===== src/hdl/mrm_pkg.sv =====
package mrm_pkg;

  // input modes
  localparam logic [2:0] ModeBegin    = 3'd0;
  localparam logic [2:0] ModeParam    = 3'd1;
  localparam logic [2:0] ModeEnd      = 3'd2;
  localparam logic [2:0] ModeRxByte   = 3'd3;
  localparam logic [2:0] ModeFrameEnd = 3'd4;

  // result kinds
  localparam logic [1:0] KindTx     = 2'd0;
  localparam logic [1:0] KindStore  = 2'd1;
  localparam logic [1:0] KindStatus = 2'd2;

  // status codes
  localparam logic [2:0] StOk        = 3'd0;
  localparam logic [2:0] StTimeout   = 3'd1;
  localparam logic [2:0] StBadFrame  = 3'd2;
  localparam logic [2:0] StBadCrc    = 3'd3;
  localparam logic [2:0] StInvalid   = 3'd4;
  localparam logic [2:0] StException = 3'd5;
  localparam logic [2:0] StLinkFault = 3'd6;

  localparam logic [7:0]  MaxCapacity   = 8'd252;
  localparam logic [7:0]  ExceptionMask = 8'h80;
  localparam logic [15:0] CrcInit       = 16'hFFFF;
  localparam logic [15:0] CrcPoly       = 16'hA001;
  localparam logic [8:0]  MaxFrameIndex = 9'd255;

  localparam int QueueDepthDefault = 4;

  typedef enum logic [1:0] {
    PH_IDLE,
    PH_TX,
    PH_RX
  } phase_e;

  // work handed from front to back
  typedef enum logic [2:0] {
    CMD_TX1,
    CMD_TX2,
    CMD_TX2_TMO,
    CMD_STORE,
    CMD_STATUS
  } cmd_e;

  typedef struct packed {
    logic [2:0] mode;
    logic [7:0] slave_address;
    logic [7:0] function_number;
    logic [7:0] data_byte;
    logic       expect_reply;
    logic       link_fault;
  } in_word_t;

  typedef struct packed {
    logic [1:0] kind;
    logic [7:0] out_byte;
    logic [7:0] store_index;
    logic [2:0] status;
    logic [7:0] exception_value;
    logic [7:0] payload_length;
    logic       last;
  } out_word_t;

  typedef struct packed {
    cmd_e       op;
    logic [7:0] byte0;
    logic [7:0] byte1;
    logic [7:0] index;
    logic [2:0] status;
    logic [7:0] exc;
    logic [7:0] plen;
  } cmd_t;

  // one byte into the reflected crc-16/modbus
  function automatic logic [15:0] crc_feed(logic [15:0] crc, logic [7:0] b);
    logic [15:0] c;
    c = crc ^ {8'h00, b};
    for (int k = 0; k < 8; k++) begin
      if (c[0]) begin
        c = (c >> 1) ^ CrcPoly;
      end else begin
        c = c >> 1;
      end
    end
    return c;
  endfunction

endpackage


===== src/hdl/mrm_front.sv =====
module mrm_front import mrm_pkg::*; (
  input  logic       clk_i,
  input  logic       rst_ni,
  input  logic       push_i,
  input  in_word_t   in_data_i,
  input  logic       cfg_we_i,
  input  logic [7:0] cfg_wdata_i,
  input  logic       q_full_i,
  output logic       full_o,
  output logic       cmd_push_o,
  output cmd_t       cmd_o
);

  phase_e      phase_q, phase_d;
  logic [15:0] crc_q, crc_d;
  logic [8:0]  count_q, count_d;
  logic [7:0]  exp_addr_q, exp_addr_d;
  logic [7:0]  exp_fn_q, exp_fn_d;
  logic        invalid_q, invalid_d;
  logic        exc_q, exc_d;
  logic [7:0]  exc_val_q, exc_val_d;
  logic        busy_q, busy_d;
  logic [7:0]  cap_q;

  logic        accept;
  logic [7:0]  cap;
  logic [8:0]  room;
  logic [15:0] crc_src;
  logic [7:0]  byte_src;
  logic [15:0] crc_out;
  logic        tx_ph;
  logic        rx_ph;
  logic        overlong;

  assign full_o   = q_full_i | busy_q;
  assign accept   = push_i & ~full_o;
  assign cap      = (cap_q > MaxCapacity) ? MaxCapacity : cap_q;
  assign room     = exc_q ? 9'd1 : {1'b0, cap};
  assign tx_ph    = (phase_q == PH_TX);
  assign rx_ph    = (phase_q == PH_RX);
  assign overlong = (count_q > MaxFrameIndex);
  assign crc_out  = crc_feed(crc_src, byte_src);

  // capacity register
  always_ff @(posedge clk_i or negedge rst_ni) begin
    if (!rst_ni) begin
      cap_q <= MaxCapacity;
    end else if (cfg_we_i) begin
      cap_q <= cfg_wdata_i;
    end
  end

  // phase next state
  always_comb begin
    phase_d = phase_q;
    if (accept) begin
      priority if (in_data_i.mode == ModeBegin) begin
        phase_d = PH_TX;
      end else if (in_data_i.mode == ModeEnd && tx_ph) begin
        phase_d = in_data_i.expect_reply ? PH_RX : PH_IDLE;
      end else if (in_data_i.mode == ModeRxByte && rx_ph && overlong) begin
        phase_d = PH_IDLE;
      end else if (in_data_i.mode == ModeFrameEnd && rx_ph) begin
        phase_d = PH_IDLE;
      end else begin
        phase_d = phase_q;
      end
    end
  end

  // classification, crc and command words
  always_comb begin
    crc_d      = crc_q;
    count_d    = count_q;
    exp_addr_d = exp_addr_q;
    exp_fn_d   = exp_fn_q;
    invalid_d  = invalid_q;
    exc_d      = exc_q;
    exc_val_d  = exc_val_q;
    busy_d     = 1'b0;
    crc_src    = crc_q;
    byte_src   = in_data_i.data_byte;
    cmd_push_o = 1'b0;
    cmd_o      = '0;

    if (busy_q) begin
      // second header byte of a begin command
      byte_src = exp_fn_q;
      crc_d    = crc_out;
    end else if (accept) begin
      priority if (in_data_i.mode == ModeBegin) begin
        exp_addr_d   = in_data_i.slave_address;
        exp_fn_d     = in_data_i.function_number;
        crc_src      = CrcInit;
        byte_src     = in_data_i.slave_address;
        crc_d        = crc_out;
        busy_d       = 1'b1;
        cmd_push_o   = 1'b1;
        cmd_o.op     = CMD_TX2;
        cmd_o.byte0  = in_data_i.slave_address;
        cmd_o.byte1  = in_data_i.function_number;
      end else if (in_data_i.mode == ModeParam && tx_ph) begin
        crc_d        = crc_out;
        cmd_push_o   = 1'b1;
        cmd_o.op     = CMD_TX1;
        cmd_o.byte0  = in_data_i.data_byte;
      end else if (in_data_i.mode == ModeEnd && tx_ph) begin
        cmd_push_o   = 1'b1;
        cmd_o.op     = in_data_i.expect_reply ? CMD_TX2 : CMD_TX2_TMO;
        cmd_o.byte0  = crc_q[7:0];
        cmd_o.byte1  = crc_q[15:8];
        crc_d        = CrcInit;
        count_d      = '0;
        invalid_d    = 1'b0;
        exc_d        = 1'b0;
        exc_val_d    = '0;
      end else if (in_data_i.mode == ModeRxByte && rx_ph) begin
        crc_d   = crc_out;
        count_d = count_q + 9'd1;
        priority if (count_q == 9'd0) begin
          if (in_data_i.data_byte != exp_addr_q) begin
            invalid_d = 1'b1;
          end
        end else if (count_q == 9'd1) begin
          if (in_data_i.data_byte == (exp_fn_q | ExceptionMask)) begin
            exc_d = 1'b1;
          end else if (in_data_i.data_byte != exp_fn_q) begin
            invalid_d = 1'b1;
          end
        end else if (count_q < room + 9'd2) begin
          if (exc_q) begin
            exc_val_d = in_data_i.data_byte;
          end else begin
            cmd_push_o  = 1'b1;
            cmd_o.op    = CMD_STORE;
            cmd_o.byte0 = in_data_i.data_byte;
            cmd_o.index = 8'(count_q - 9'd2);
          end
        end else if (overlong) begin
          // frame too long: status now, count stays
          count_d      = count_q;
          cmd_push_o   = 1'b1;
          cmd_o.op     = CMD_STATUS;
          cmd_o.status = StBadFrame;
        end else if (count_q >= room + 9'd4) begin
          invalid_d = 1'b1;
        end else begin
          invalid_d = invalid_q;
        end
      end else if (in_data_i.mode == ModeFrameEnd && rx_ph) begin
        cmd_push_o = 1'b1;
        cmd_o.op   = CMD_STATUS;
        priority if (in_data_i.link_fault) begin
          cmd_o.status = StLinkFault;
        end else if (count_q == 9'd0) begin
          cmd_o.status = StTimeout;
        end else if (count_q < 9'd4) begin
          cmd_o.status = StBadFrame;
        end else if (crc_q != 16'h0000) begin
          cmd_o.status = StBadCrc;
        end else if (invalid_q || (exc_q && count_q != 9'd5)) begin
          cmd_o.status = StInvalid;
        end else if (exc_q) begin
          cmd_o.status = StException;
          cmd_o.exc    = exc_val_q;
        end else begin
          cmd_o.status = StOk;
          cmd_o.plen   = 8'(count_q - 9'd4);
        end
      end else begin
        cmd_push_o = 1'b0;
      end
    end
  end

  // front state registers
  always_ff @(posedge clk_i or negedge rst_ni) begin
    if (!rst_ni) begin
      phase_q    <= PH_IDLE;
      crc_q      <= CrcInit;
      count_q    <= '0;
      exp_addr_q <= '0;
      exp_fn_q   <= '0;
      invalid_q  <= 1'b0;
      exc_q      <= 1'b0;
      exc_val_q  <= '0;
      busy_q     <= 1'b0;
    end else begin
      phase_q    <= phase_d;
      crc_q      <= crc_d;
      count_q    <= count_d;
      exp_addr_q <= exp_addr_d;
      exp_fn_q   <= exp_fn_d;
      invalid_q  <= invalid_d;
      exc_q      <= exc_d;
      exc_val_q  <= exc_val_d;
      busy_q     <= busy_d;
    end
  end

endmodule


===== src/hdl/mrm_cmd_queue.sv =====
module mrm_cmd_queue import mrm_pkg::*; #(
  parameter int Depth = QueueDepthDefault
) (
  input  logic clk_i,
  input  logic rst_ni,
  input  logic push_i,
  input  cmd_t cmd_i,
  output logic full_o,
  input  logic pop_i,
  output cmd_t cmd_o,
  output logic empty_o
);

  localparam int PtrW = (Depth > 1) ? $clog2(Depth) : 1;
  localparam int CntW = $clog2(Depth + 1);
  localparam logic [PtrW-1:0] LastPtr = PtrW'(Depth - 1);
  localparam logic [CntW-1:0] FullCnt = CntW'(Depth);

  cmd_t            mem_q [Depth];
  logic [PtrW-1:0] wr_ptr_q, rd_ptr_q;
  logic [CntW-1:0] cnt_q;
  logic            do_push, do_pop;

  assign full_o  = (cnt_q == FullCnt);
  assign empty_o = (cnt_q == '0);
  assign do_push = push_i & ~full_o;
  assign do_pop  = pop_i & ~empty_o;
  assign cmd_o   = mem_q[rd_ptr_q];

  // storage
  always_ff @(posedge clk_i) begin
    if (do_push) begin
      mem_q[wr_ptr_q] <= cmd_i;
    end
  end

  // pointers and fill count
  always_ff @(posedge clk_i or negedge rst_ni) begin
    if (!rst_ni) begin
      wr_ptr_q <= '0;
      rd_ptr_q <= '0;
      cnt_q    <= '0;
    end else begin
      if (do_push) begin
        wr_ptr_q <= (wr_ptr_q == LastPtr) ? '0 : wr_ptr_q + 1'b1;
      end
      if (do_pop) begin
        rd_ptr_q <= (rd_ptr_q == LastPtr) ? '0 : rd_ptr_q + 1'b1;
      end
      if (do_push && !do_pop) begin
        cnt_q <= cnt_q + 1'b1;
      end else if (do_pop && !do_push) begin
        cnt_q <= cnt_q - 1'b1;
      end
    end
  end

endmodule


===== src/hdl/mrm_back.sv =====
module mrm_back import mrm_pkg::*; (
  input  logic      clk_i,
  input  logic      rst_ni,
  input  cmd_t      cmd_i,
  input  logic      q_empty_i,
  output logic      q_pop_o,
  input  logic      pop_i,
  output logic      empty_o,
  output out_word_t out_data_o
);

  logic [1:0] step_q, step_d;
  logic       valid_q, valid_d;
  out_word_t  out_q, word;
  logic       load;

  assign load       = ~q_empty_i & (~valid_q | pop_i);
  assign q_pop_o    = load & word.last;
  assign empty_o    = ~valid_q;
  assign out_data_o = out_q;

  // expand the head command into result words
  always_comb begin
    word = '0;
    unique case (cmd_i.op)
      CMD_TX1: begin
        word.kind     = KindTx;
        word.out_byte = cmd_i.byte0;
        word.last     = 1'b1;
      end
      CMD_TX2: begin
        word.kind     = KindTx;
        word.out_byte = (step_q == 2'd0) ? cmd_i.byte0 : cmd_i.byte1;
        word.last     = (step_q != 2'd0);
      end
      CMD_TX2_TMO: begin
        if (step_q == 2'd2) begin
          word.kind   = KindStatus;
          word.status = StTimeout;
          word.last   = 1'b1;
        end else begin
          word.kind     = KindTx;
          word.out_byte = (step_q == 2'd0) ? cmd_i.byte0 : cmd_i.byte1;
        end
      end
      CMD_STORE: begin
        word.kind        = KindStore;
        word.out_byte    = cmd_i.byte0;
        word.store_index = cmd_i.index;
        word.last        = 1'b1;
      end
      CMD_STATUS: begin
        word.kind            = KindStatus;
        word.status          = cmd_i.status;
        word.exception_value = cmd_i.exc;
        word.payload_length  = cmd_i.plen;
        word.last            = 1'b1;
      end
      default: begin
        word = '0;
      end
    endcase
  end

  // step and output valid
  always_comb begin
    step_d  = step_q;
    valid_d = valid_q;
    if (load) begin
      step_d  = word.last ? 2'd0 : step_q + 2'd1;
      valid_d = 1'b1;
    end else if (pop_i) begin
      valid_d = 1'b0;
    end
  end

  always_ff @(posedge clk_i or negedge rst_ni) begin
    if (!rst_ni) begin
      step_q  <= '0;
      valid_q <= 1'b0;
    end else begin
      step_q  <= step_d;
      valid_q <= valid_d;
    end
  end

  // output word register
  always_ff @(posedge clk_i) begin
    if (load) begin
      out_q <= word;
    end
  end

endmodule


===== src/hdl/modbus_rtu_master_framer_top.sv =====
// Modbus RTU master framer. Write command items (begin, parameter bytes, end) to get the
// transmit bytes with the CRC-16/MODBUS low and high byte appended; then write received
// bytes and a frame-end item to get store words for the payload and one status word.
// Both sides are queues: an item is taken on push while full is low, a result word is
// taken on pop while empty is low. Items are taken one per cycle while the command queue
// has room, except that a begin command raises full for a single cycle while the single
// byte-wide CRC unit folds in the function code. Result words leave one per cycle while
// pop is high, from an output register fed by a command queue of QueueDepth entries; the
// end of a broadcast yields three words. The user must write buffer_capacity through
// cfg_we_i/cfg_wdata_i while the block is idle, unenforced; values above 252 act as 252.
module modbus_rtu_master_framer_top import mrm_pkg::*; #(
  parameter int QueueDepth = QueueDepthDefault
) (
  input  logic       clk_i,
  input  logic       rst_ni,
  input  logic       push,
  output logic       full,
  input  in_word_t   in_data_i,
  input  logic       cfg_we_i,
  input  logic [7:0] cfg_wdata_i,
  output logic       empty,
  input  logic       pop,
  output out_word_t  out_data_o
);

  logic cmd_push, q_full, q_empty, q_pop;
  cmd_t cmd_in, cmd_head;

  mrm_front u_front (
    .clk_i       (clk_i),
    .rst_ni      (rst_ni),
    .push_i      (push),
    .in_data_i   (in_data_i),
    .cfg_we_i    (cfg_we_i),
    .cfg_wdata_i (cfg_wdata_i),
    .q_full_i    (q_full),
    .full_o      (full),
    .cmd_push_o  (cmd_push),
    .cmd_o       (cmd_in)
  );

  mrm_cmd_queue #(
    .Depth (QueueDepth)
  ) u_queue (
    .clk_i   (clk_i),
    .rst_ni  (rst_ni),
    .push_i  (cmd_push),
    .cmd_i   (cmd_in),
    .full_o  (q_full),
    .pop_i   (q_pop),
    .cmd_o   (cmd_head),
    .empty_o (q_empty)
  );

  mrm_back u_back (
    .clk_i      (clk_i),
    .rst_ni     (rst_ni),
    .cmd_i      (cmd_head),
    .q_empty_i  (q_empty),
    .q_pop_o    (q_pop),
    .pop_i      (pop),
    .empty_o    (empty),
    .out_data_o (out_data_o)
  );

endmodule


===== config.mk =====
export PLATFORM = sky130hd
export DESIGN_NAME = modbus_rtu_master_framer_top
export DESIGN_NICKNAME = d
export VERILOG_FILES = /design/src/hdl/mrm_pkg.sv /design/src/hdl/mrm_front.sv /design/src/hdl/mrm_cmd_queue.sv /design/src/hdl/mrm_back.sv /design/src/hdl/modbus_rtu_master_framer_top.sv
export SDC_FILE = /design/constraint.sdc
export NUM_CORES = 1
export LEC_CHECK = 0
export BUFFER_PORTS_ARGS = -buffer_cell sky130_fd_sc_hd__buf_4
export CAP_MARGIN = 20
export CELL_PAD_IN_SITES_DETAIL_PLACEMENT = 0
export CELL_PAD_IN_SITES_GLOBAL_PLACEMENT = 2
export CORE_ASPECT_RATIO = 1.5
export CORE_MARGIN = 5
export CORE_UTILIZATION = 46
export CTS_BUF_LIST = sky130_fd_sc_hd__clkbuf_8
export DETAILED_ROUTE_END_ITERATION = 10
export PLACE_DENSITY_LB_ADDON = 0.08
export SLEW_MARGIN = 25
export SYNTH_ARGS = -nofsm -noshare
export SYNTH_HDL_FRONTEND = slang
export SYNTH_SLANG_ARGS = --single-unit

===== constraint.sdc =====
create_clock -name clk_i -period 6.8 [get_ports clk_i]
set_input_delay 1.36 -clock clk_i [delete_from_list [all_inputs] [get_ports clk_i]]
set_output_delay 1.36 -clock clk_i [all_outputs]
set_load 0.1 [all_outputs]

==> impl_metrics.json <==
{
  "setup_ws_ns": 1.970,
  "netlist_instances": 951,
  "gr-total-overflow": 0,
  "crit_type": "reg2reg",
  "dpl-instance-area_sq_um": 14530,
  "pre_cts_slack_ns": 1.869,
  "ys_seq_area_share_pct": 62.81,
  "first_pass_iters": 5,
  "worst_slew_pin_slew_ns": 0.9708,
  "die_y_um": 220.0,
  "wl_mm": 29.79,
  "ys_ff_latch": 294,
  "die_area_sq_um": 33000,
  "powerDensity_nw_per_um2": 423.5,
  "path_cells": "nand3_1 -> or2_2 -> nand2_1 -> nor2_1 -> ha_1 -> nand3_1 -> xnor2_1 -> nand2b_1 -> ha_1 -> o21a_1 -> o211a_1 -> o21a_1 -> nor4_1 -> o21ba_1 -> and2_2 -> buf_4",
  "grt_max_degree": 44,
  "end_kind": "register",
  "htreeDepth": 2,
  "fp.dieW_um": 150.0,
  "place_congestion": 0.7850,
  "fin_skew_ns": 0.02101,
  "cts_resized": 0,
  "timing.final.crit_share_pct": 71.03,
  "timing.hold.ws_ns": 0.4968,
  "cp_slowest_stage_delay_ns": 0.71,
  "worstSkewPairLatency_ns": 0.57,
  "remaining_drc_errors": 0,
  "area_growth_pct": 14.28,
  "dpl.hpwl_mm": 21.03,
  "core_area_sq_um": 29290,
  "irDropWorstVdd_v": 0.0003170,
  "synth_common_cells": "222 x edfxtp_1, 79 x nand2_1, 64 x nor2_1",
  "start_util_pct": 46.18,
  "via_per_inst": 5.328,
  "hold_violations": 0,
  "cts_tree": "built",
  "leakage_nw": 5.956,
  "status": "finished, final reports clean",
  "synth_top_cells_by_area": "edfxtp_1 49%, dfrtp_1 9.3%, mux4_2 7.7%",
  "fin_area_sq_um": 15460,
  "rsz0062_at_grt": "false",
  "path_delay_family": "simple AND/OR/NAND/NOR gates",
  "clock_sinks": 294,
  "ctsHoldBuffers": 0,
  "fmax_ghz": 0.2070,
  "cp-start-kind": "register",
  "ant_nets": 0,
  "grt_pass1_vias": 8163,
  "synth_top_area_share_pct": 49.29,
  "antenna_found_initial": 0,
  "wl_per_cell_um": 20.24,
  "io_buffers": 81,
  "max_slew_margin_pct": 34.78,
  "slowest_stage": "and2_2",
  "fin_crit_ns": 4.830,
  "avgSynthCellArea_sq_um": 14.22,
  "nets": 1122,
  "rows": 77,
  "cp.arrival_ns": 5.06,
  "min_path_type": "reg2reg",
  "clk_pin_slew_ns": 0.06,
  "drive_gt1_share_pct": 23.96,
  "synthFlopType": "edfxtp_1",
  "cap_violations": 0,
  "ys.warnings.count": 0,
  "slew_viol_final": 0,
  "drt_iter0_markers": 371,
  "cts_buffers": 44,
  "synth-edff-count": 222,
  "pin_count": 82,
  "synth.distinct_cells": 70,
  "path_buf_inv": 1,
  "synthesis.nets": 1031,
  "setup_viol": 0,
  "synthArstFlopShare_pct": 24.49,
  "cp_data_required_time_ns": 7.03,
  "cts.path.max_buffers": 3,
  "vias": 7843,
  "yosysTopAreaCell": "edfxtp_1",
  "synth_area_sq_um": 13530,
  "grt_util_all_layers_pct": 18.53,
  "root_buffer": "clkbuf_8",
  "yosysMostFrequentCell": "edfxtp_1",
  "diodes": 0,
  "grt_pass1_wl_mm": 46.69,
  "postCtsSetupRepairBufs": 0,
  "setup_tns_ns": 0,
  "worst-path-max-fanout": 28
}
-- stage by stage --
step	utilization, %	std cells	power, mW
6_report	52.78	1472	6.546
4_1_cts	52.60	1470	6.640
5_1_grt	52.78	1472	6.915
3_5_place_dp	49.61	1389	5.180
2_1_floorplan	-	951	4.582
3_3_place_gp	49.61	1389	5.177
-- kinds of logic (layout without fill, tap and decap cells) --
group / after synthesis / in the layout / share of synthesized area (%)
buf+inv: 68 / 194 / 1.998
simple gates: 278 / 278 / 10.35
fa+ha+maj: 38 / 38 / 3.571
xor+xnor: 60 / 60 / 4.052
compound gates: 144 / 144 / 7.743
flops: 294 / 294 / 62.81
mux: 69 / 69 / 9.473
-- layer usage --
layer	part of all wire (%)	wire (um)	up-vias	global-route usage (%)
met5	0	0	-	0
met4	2.1	612	0	5.556
met3	3.9	1165	46	2.715
met2	52	15480	165	32.74
met1	42	12530	3876	23.61
li1	-	-	3756	-
-- where the power goes --
part           internal (mW)  switching [mW]
clock                  0.751           0.684
sequential              2.32           0.279
combinational          0.915            1.60
total                   3.98            2.56
-- placed cells by master, fill, tap and decap left out, types with 8 or more instances in the layout --
master / n
a21o_1: 19
a21oi_1: 26
a221o_1: 8
a22o_1: 9
and2_1: 15
and3_1: 12
buf_4: 91
clkbuf_8: 46
clkinv_1: 13
dfrtp_1: 48
dfstp_2: 22
edfxtp_1: 222
ha_1: 37
inv_1: 26
mux2_2: 9
mux2i_1: 11
mux4_2: 46
nand2_1: 79
nand2b_1: 9
nand3_1: 11
nand4_1: 9
nor2_1: 64
nor2b_1: 32
nor3_1: 9
o21ai_0: 24
xnor2_1: 35
xor2_1: 23
-- registers in the layout (all words and copies together), names as in the netlist, 3 cells and up --
register / count
u_queue.mem_q: 184
u_front.crc_q: 16
u_back.out_data_o: 38
u_front.cap_q: 8
u_front.exp_fn_q: 8
u_queue.cnt_q: 3
u_front.exp_addr_q: 8
u_front.count_q: 9
u_front.exc_val_q: 8
-- final timing paths --
path | startpoint | cells past startpoint | slack, ns | to
max | u_front.cap_q[4]$_DFFE_PN1P_ | 16 | 1.97 | u_queue.mem_q[1][11]$_DFFE_PP_
min | u_queue.cnt_q[2]$_DFFE_PN0P_ | 1 | 0.50 | u_queue.cnt_q[2]$_DFFE_PN0P_
max reg2reg | u_front.cap_q[4]$_DFFE_PN1P_ | 16 | 1.97 | u_queue.mem_q[1][11]$_DFFE_PP_
min reg2reg | u_queue.cnt_q[2]$_DFFE_PN0P_ | 1 | 0.50 | u_queue.cnt_q[2]$_DFFE_PN0P_
max in group asynchronous | rst_ni | 2 | 5.04 | u_queue.rd_ptr_q[1]$_DFFE_PN0P_
min in group asynchronous | rst_ni | 1 | 0.74 | u_front.exp_addr_q[5]$_DFFE_PN0P_
-- area by class of cell --
cell class	count	area, sq um
multi-input combinational	589	4781
timing repair buffer	93	730.7
clock buffer	46	633.1
clock inverter	35	242.7
inverter	20	77.57
tap	395	494.2
fill	2519	13830
sequential	294	8498
-- worst register-to-register path: cells and delay by family (launching register included) --
kind	cells	cell delay, ns
simple gates	8	1.95
compound gates	4	0.84
flops	1	0.59
fa+ha+maj	2	0.55
buf+inv	1	0.43
xor+xnor	1	0.14
Power figures use the tool's default switching activity.
